[src/hw/rtl/pnoise_pkg.sv]
`default_nettype none
package pnoise_pkg;

  localparam logic       CMD_LOAD = 1'b0;
  localparam logic       CMD_EVAL = 1'b1;

  localparam logic       CFG_OCTAVE_COUNT = 1'b0;
  localparam logic       CFG_PERSISTENCE  = 1'b1;
  localparam int         CFG_IDX_W  = 1;
  localparam int         CFG_DATA_W = 17;

  localparam int         FRAC_W  = 16;
  localparam int         GRAD_W  = 19;
  localparam int         MUL_W   = 37;
  localparam int         OUT_W   = 18;
  localparam int         AMP_W   = 17;
  localparam int         QUEUE_DEPTH = 2;

  localparam logic [16:0] ONE_Q16 = 17'd65536;
  localparam logic [17:0] FADE_K  = 18'd196608;
  localparam logic [17:0] OUT_MAX = 18'd131071;
  localparam logic [17:0] OUT_MIN_MAG = 18'd131072;

  // per-octave step numbers of the back end
  localparam logic [3:0] PH_ROOT  = 4'd0;
  localparam logic [3:0] PH_HASHA = 4'd1;
  localparam logic [3:0] PH_HASHB = 4'd2;
  localparam logic [3:0] PH_GRAD  = 4'd3;
  localparam logic [3:0] PH_MULX  = 4'd4;
  localparam logic [3:0] PH_SUMX  = 4'd5;
  localparam logic [3:0] PH_MULY  = 4'd6;
  localparam logic [3:0] PH_SUMY  = 4'd7;
  localparam logic [3:0] PH_AMP   = 4'd8;
  localparam logic [3:0] PH_ACC   = 4'd9;

  typedef struct packed {
    logic        is_load;
    logic [7:0]  perm_index;
    logic [7:0]  perm_value;
    logic [31:0] x_coord;
    logic [31:0] y_coord;
  } item_t;

  function automatic logic signed [GRAD_W-1:0] grad_f(
    input logic [1:0]               h,
    input logic signed [GRAD_W-1:0] dx,
    input logic signed [GRAD_W-1:0] dy
  );
    logic signed [GRAD_W-1:0] gx;
    logic signed [GRAD_W-1:0] gy;
    gx = h[0] ? dx : -dx;
    gy = h[1] ? dy : -dy;
    return gx + gy;
  endfunction

endpackage
`default_nettype wire

[src/hw/rtl/pnoise_in_if.sv]
`default_nettype none
interface pnoise_in_if;
  logic        valid;
  logic        ready;
  logic        cmd;
  logic [7:0]  perm_index;
  logic [7:0]  perm_value;
  logic signed [31:0] x_coord;
  logic signed [31:0] y_coord;

  modport source (output valid, cmd, perm_index, perm_value, x_coord, y_coord,
                  input ready);
  modport sink (input valid, cmd, perm_index, perm_value, x_coord, y_coord,
                output ready);
endinterface
`default_nettype wire

[src/hw/rtl/pnoise_front.sv]
`default_nettype none
module pnoise_front
  import pnoise_pkg::*;
(
  input  wire logic   clk,
  input  wire logic   rst_n,
  pnoise_in_if.sink   in_ch,
  output logic        q_valid,
  input  wire logic   q_ready,
  output item_t       q_item
);

  localparam int PW = $clog2(QUEUE_DEPTH);

  item_t           slot_r [QUEUE_DEPTH];
  logic [PW-1:0]   wr_ptr_r, wr_ptr_nxt;
  logic [PW-1:0]   rd_ptr_r, rd_ptr_nxt;
  logic [PW:0]     cnt_r, cnt_nxt;
  logic            push, pop;
  item_t           item_in;

  assign in_ch.ready = (cnt_r < (PW+1)'(QUEUE_DEPTH));
  assign push = in_ch.valid && in_ch.ready;
  assign pop  = q_valid && q_ready;
  assign q_valid = (cnt_r != '0);
  assign q_item  = slot_r[rd_ptr_r];

  always_comb begin
    item_in.is_load    = (in_ch.cmd == CMD_LOAD);
    item_in.perm_index = in_ch.perm_index;
    item_in.perm_value = in_ch.perm_value;
    item_in.x_coord    = in_ch.x_coord;
    item_in.y_coord    = in_ch.y_coord;
  end

  always_comb begin
    wr_ptr_nxt = push ? wr_ptr_r + 1'b1 : wr_ptr_r;
    rd_ptr_nxt = pop ? rd_ptr_r + 1'b1 : rd_ptr_r;
    cnt_nxt    = cnt_r + (PW+1)'(push) - (PW+1)'(pop);
  end

  always_ff @(posedge clk) begin
    if (!rst_n) begin
      wr_ptr_r <= '0;
      rd_ptr_r <= '0;
      cnt_r    <= '0;
    end else begin
      wr_ptr_r <= wr_ptr_nxt;
      rd_ptr_r <= rd_ptr_nxt;
      cnt_r    <= cnt_nxt;
    end
  end

  always_ff @(posedge clk) begin
    if (push) begin
      slot_r[wr_ptr_r] <= item_in;
    end
  end

endmodule
`default_nettype wire

[src/flat_wrapper.sv]
// flat-port wrapper written by rule: the top's interface ports become plain ports
module pnoise_front_flat import pnoise_pkg::*;
  (clk, rst_n, q_valid, q_ready, q_item, in_ch_valid, in_ch_cmd, in_ch_perm_index, in_ch_perm_value, in_ch_x_coord, in_ch_y_coord, in_ch_ready);
  pnoise_in_if in_ch_i ();
  input  wire logic clk;
  input  wire logic rst_n;
  output logic q_valid;
  input  wire logic q_ready;
  output item_t q_item;
  input wire logic [$bits(in_ch_i.valid)-1:0] in_ch_valid;
  input wire logic [$bits(in_ch_i.cmd)-1:0] in_ch_cmd;
  input wire logic [$bits(in_ch_i.perm_index)-1:0] in_ch_perm_index;
  input wire logic [$bits(in_ch_i.perm_value)-1:0] in_ch_perm_value;
  input wire logic [$bits(in_ch_i.x_coord)-1:0] in_ch_x_coord;
  input wire logic [$bits(in_ch_i.y_coord)-1:0] in_ch_y_coord;
  output wire logic [$bits(in_ch_i.ready)-1:0] in_ch_ready;
  assign in_ch_i.valid = in_ch_valid;
  assign in_ch_i.cmd = in_ch_cmd;
  assign in_ch_i.perm_index = in_ch_perm_index;
  assign in_ch_i.perm_value = in_ch_perm_value;
  assign in_ch_i.x_coord = in_ch_x_coord;
  assign in_ch_i.y_coord = in_ch_y_coord;
  assign in_ch_ready = in_ch_i.ready;
  pnoise_front u_core (.clk(clk), .rst_n(rst_n), .in_ch(in_ch_i), .q_valid(q_valid), .q_ready(q_ready), .q_item(q_item));
endmodule
[config.mk]
export PLATFORM = sky130hd
export DESIGN_NAME = pnoise_front_flat
export DESIGN_NICKNAME = d
export VERILOG_FILES = /design/src/hw/rtl/pnoise_pkg.sv /design/src/hw/rtl/pnoise_in_if.sv /design/src/hw/rtl/pnoise_front.sv /design/src/flat_wrapper.sv
export SDC_FILE = /design/constraint.sdc
export NUM_CORES = 1
export LEC_CHECK = 0
export ABC_AREA = 1
export BUFFER_PORTS_ARGS = -buffer_cell sky130_fd_sc_hd__clkbuf_2
export CAP_MARGIN = 5
export CORE_ASPECT_RATIO = 0.5
export CORE_MARGIN = 8
export CORE_UTILIZATION = 45
export CTS_CLUSTER_SIZE = 10
export DETAILED_ROUTE_END_ITERATION = 8
export HOLD_SLACK_MARGIN = 0.06
export PLACE_DENSITY = 0.7
export SYNTH_ARGS = -nofsm -noshare
export SYNTH_HDL_FRONTEND = slang
export SYNTH_SLANG_ARGS = --single-unit
[constraint.sdc]
create_clock -name clk -period 5.4 [get_ports clk]
set_input_delay 1.08 -clock clk [delete_from_list [all_inputs] [get_ports clk]]
set_output_delay 1.08 -clock clk [all_outputs]
set_load 0.1 [all_outputs]
==> impl_metrics.tcl <==
set metrics [dict create \
    drc 0 \
    io-pin-count 168 \
    ys_seq_area_share_pct 76.4 \
    hold_violations 0 \
    via_per_inst 4.60 \
    worst_slack_ns 1.65 \
    synth_top_area_share_pct 74.9 \
    diodes 0 \
    core_area_sq_um 14300 \
    port_buffers 167 \
    cp.arrival_ns 2.67 \
    root_buffer "clkbuf_16" \
    fin_skew_ns 0.00688 \
    clock_path_buffers 2 \
    max-slew-margin-rel_pct 35.4 \
    finalNetCount 559 \
    die_area_sq_um 18800 \
    postCtsSetupBuffers 0 \
    antenna_found_initial 0 \
    tightest_slew_ns 0.969 \
    grt_max_degree 71 \
    finalNonFillerCells 683 \
    slew_violations 0 \
    insertion_delay_ns 0.41 \
    dpl.hpwl_microns 8380 \
    dp_cells 651 \
    synth.distinct_cells 13 \
    clock.fmax_ghz 0.267 \
    postCtsResizedCells 0 \
    setup_viol 0 \
    num_rows 31 \
    grt_pass1_vias 3452 \
    hp-class "reg2reg" \
    htreeDepth 4 \
    fp.dieW_microns 186 \
    cts_made_buffers 17 \
    yosys_register_bits 167 \
    cts_sinks 167 \
    finalSetupTns_ns 0 \
    rsz0062_at_grt "no" \
    initial_utilization_pct 45.5 \
    min_period_ns 3.75 \
    cp-end-kind "output pin" \
    die_h_microns 101 \
    clk_pin_slew_ns 0.06 \
    grt.total_usage_pct 13.2 \
    netlist_area_sq_um 6490 \
    outcome "finished clean" \
    synth_top_area_cell "edfxtp_1" \
    syn_inst 290 \
    num_vias 3142 \
    drive_gt1_share_pct 59.0 \
    routabilityCongestion 0.673 \
    dr.pass1.iters 6 \
    crit_required_ns 4.32 \
    crit_fanout 42 \
    synth_warnings 0 \
    grt-ovfl-total 0 \
    wl_per_cell_microns 17.8 \
    area_growth_pct 24.2 \
    cts_tree "built" \
    totalWireLength_microns 12200 \
    grt_pass1_wl_microns 18400 \
    syn-num-nets 377 \
    final_cell_mix "clkbuf_2, edfxtp_1, mux2_4" \
    avgSynthCellArea_sq_um 22.4 \
    dr.first_iter.drc_count 170 \
    period_share_pct 69.4 \
    max-cap-violations 0 \
    cts_hold_buf 0 \
    crit_type "reg2out" \
    final_common_cell "clkbuf_2" \
    pre_cts_ws_ns 2.06 \
    drtAntennaViolNets 0 \
    ys_top_cells_by_area "edfxtp_1, mux2_4, buf_12" \
    reg2reg_slack_ns 3.14 \
    start_kind "flop" \
]
cell type report:
| class | count | area [sq um] |
|---|---|---|
| sequential | 167 | 4970 |
| clock inverter | 14 | 174 |
| timing repair buffer | 172 | 873 |
| fill | 1140 | 6210 |
| multi-input combinational | 104 | 1340 |
| inverter | 10 | 37.5 |
| tap | 198 | 248 |
| clock buffer | 18 | 429 |
synth_stat cells:
library cell	instances
inv_1	10
dfxtp_1	5
nor2_1	10
edfxtp_1	162
buf_6	1
nand3_1	2
mux2_4	80
ha_1	2
o21ai_0	1
mux2_2	1
buf_12	8
nand2_1	7
a21oi_1	1
state kept, by name (all words and copies together) (netlist names), named ones only:
name             flops
u_core.slot_r      162
u_core.cnt_r         2
u_core.wr_ptr_r      1
u_core.rd_ptr_r      1
kinds of logic (layout without fill, tap and decap cells):
logic type,count (synthesis),after routing,synth area share [%]
adders and majority gates,2,2,0.385
muxes,81,81,18.7
buffers and inverters,19,214,3.22
DFF,167,167,76.4
AOI/OAI and AO/OA,2,2,0.154
and+or+nand+nor,19,19,1.14
layer usage:
layer / vias up / global-route usage, % / part of all wire (%)
li1: 1489 / - / -
met1: 1574 / 13.3 / 36
met2: 65 / 25.4 / 57
met3: 14 / 3.42 / 4.9
met4: 0 / 5.46 / 1.4
met5: - / 0 / 0
through the flow:
step	utilization (%)	cell area [sq um]	hold WS (ns)
after floorplan	-	6490	0.467
after global placement	52.3	7460	0.485
after detailed placement	52.3	7460	0.507
after CTS	56.5	8070	0.522
after global routing	56.5	8070	0.564
final	56.5	8070	0.522
path summary, 6_finish.rpt:
kind / start / to / depth (start not counted)
worst max-delay path: flop / q_item[13] / 3
worst min-delay path: u_core.rd_ptr_r$_SDFFE_PN0P_ / u_core.rd_ptr_r$_SDFFE_PN0P_ / 2
worst max register to register: u_core.cnt_r[1]$_SDFF_PN0_ / u_core.slot_r[1][1]$_DFFE_PP_ / 4
worst min register to register: u_core.rd_ptr_r$_SDFFE_PN0P_ / u_core.rd_ptr_r$_SDFFE_PN0P_ / 2
critical path, stage by stage (launching register included):
cell      delay (ns)
dfxtp_4         0.84
buf_4           0.59
mux2_4          0.35
clkbuf_2        0.37
Power is not shown: default switching activity piles up to over one toggle a cycle in this logic, so the estimate is an artifact.
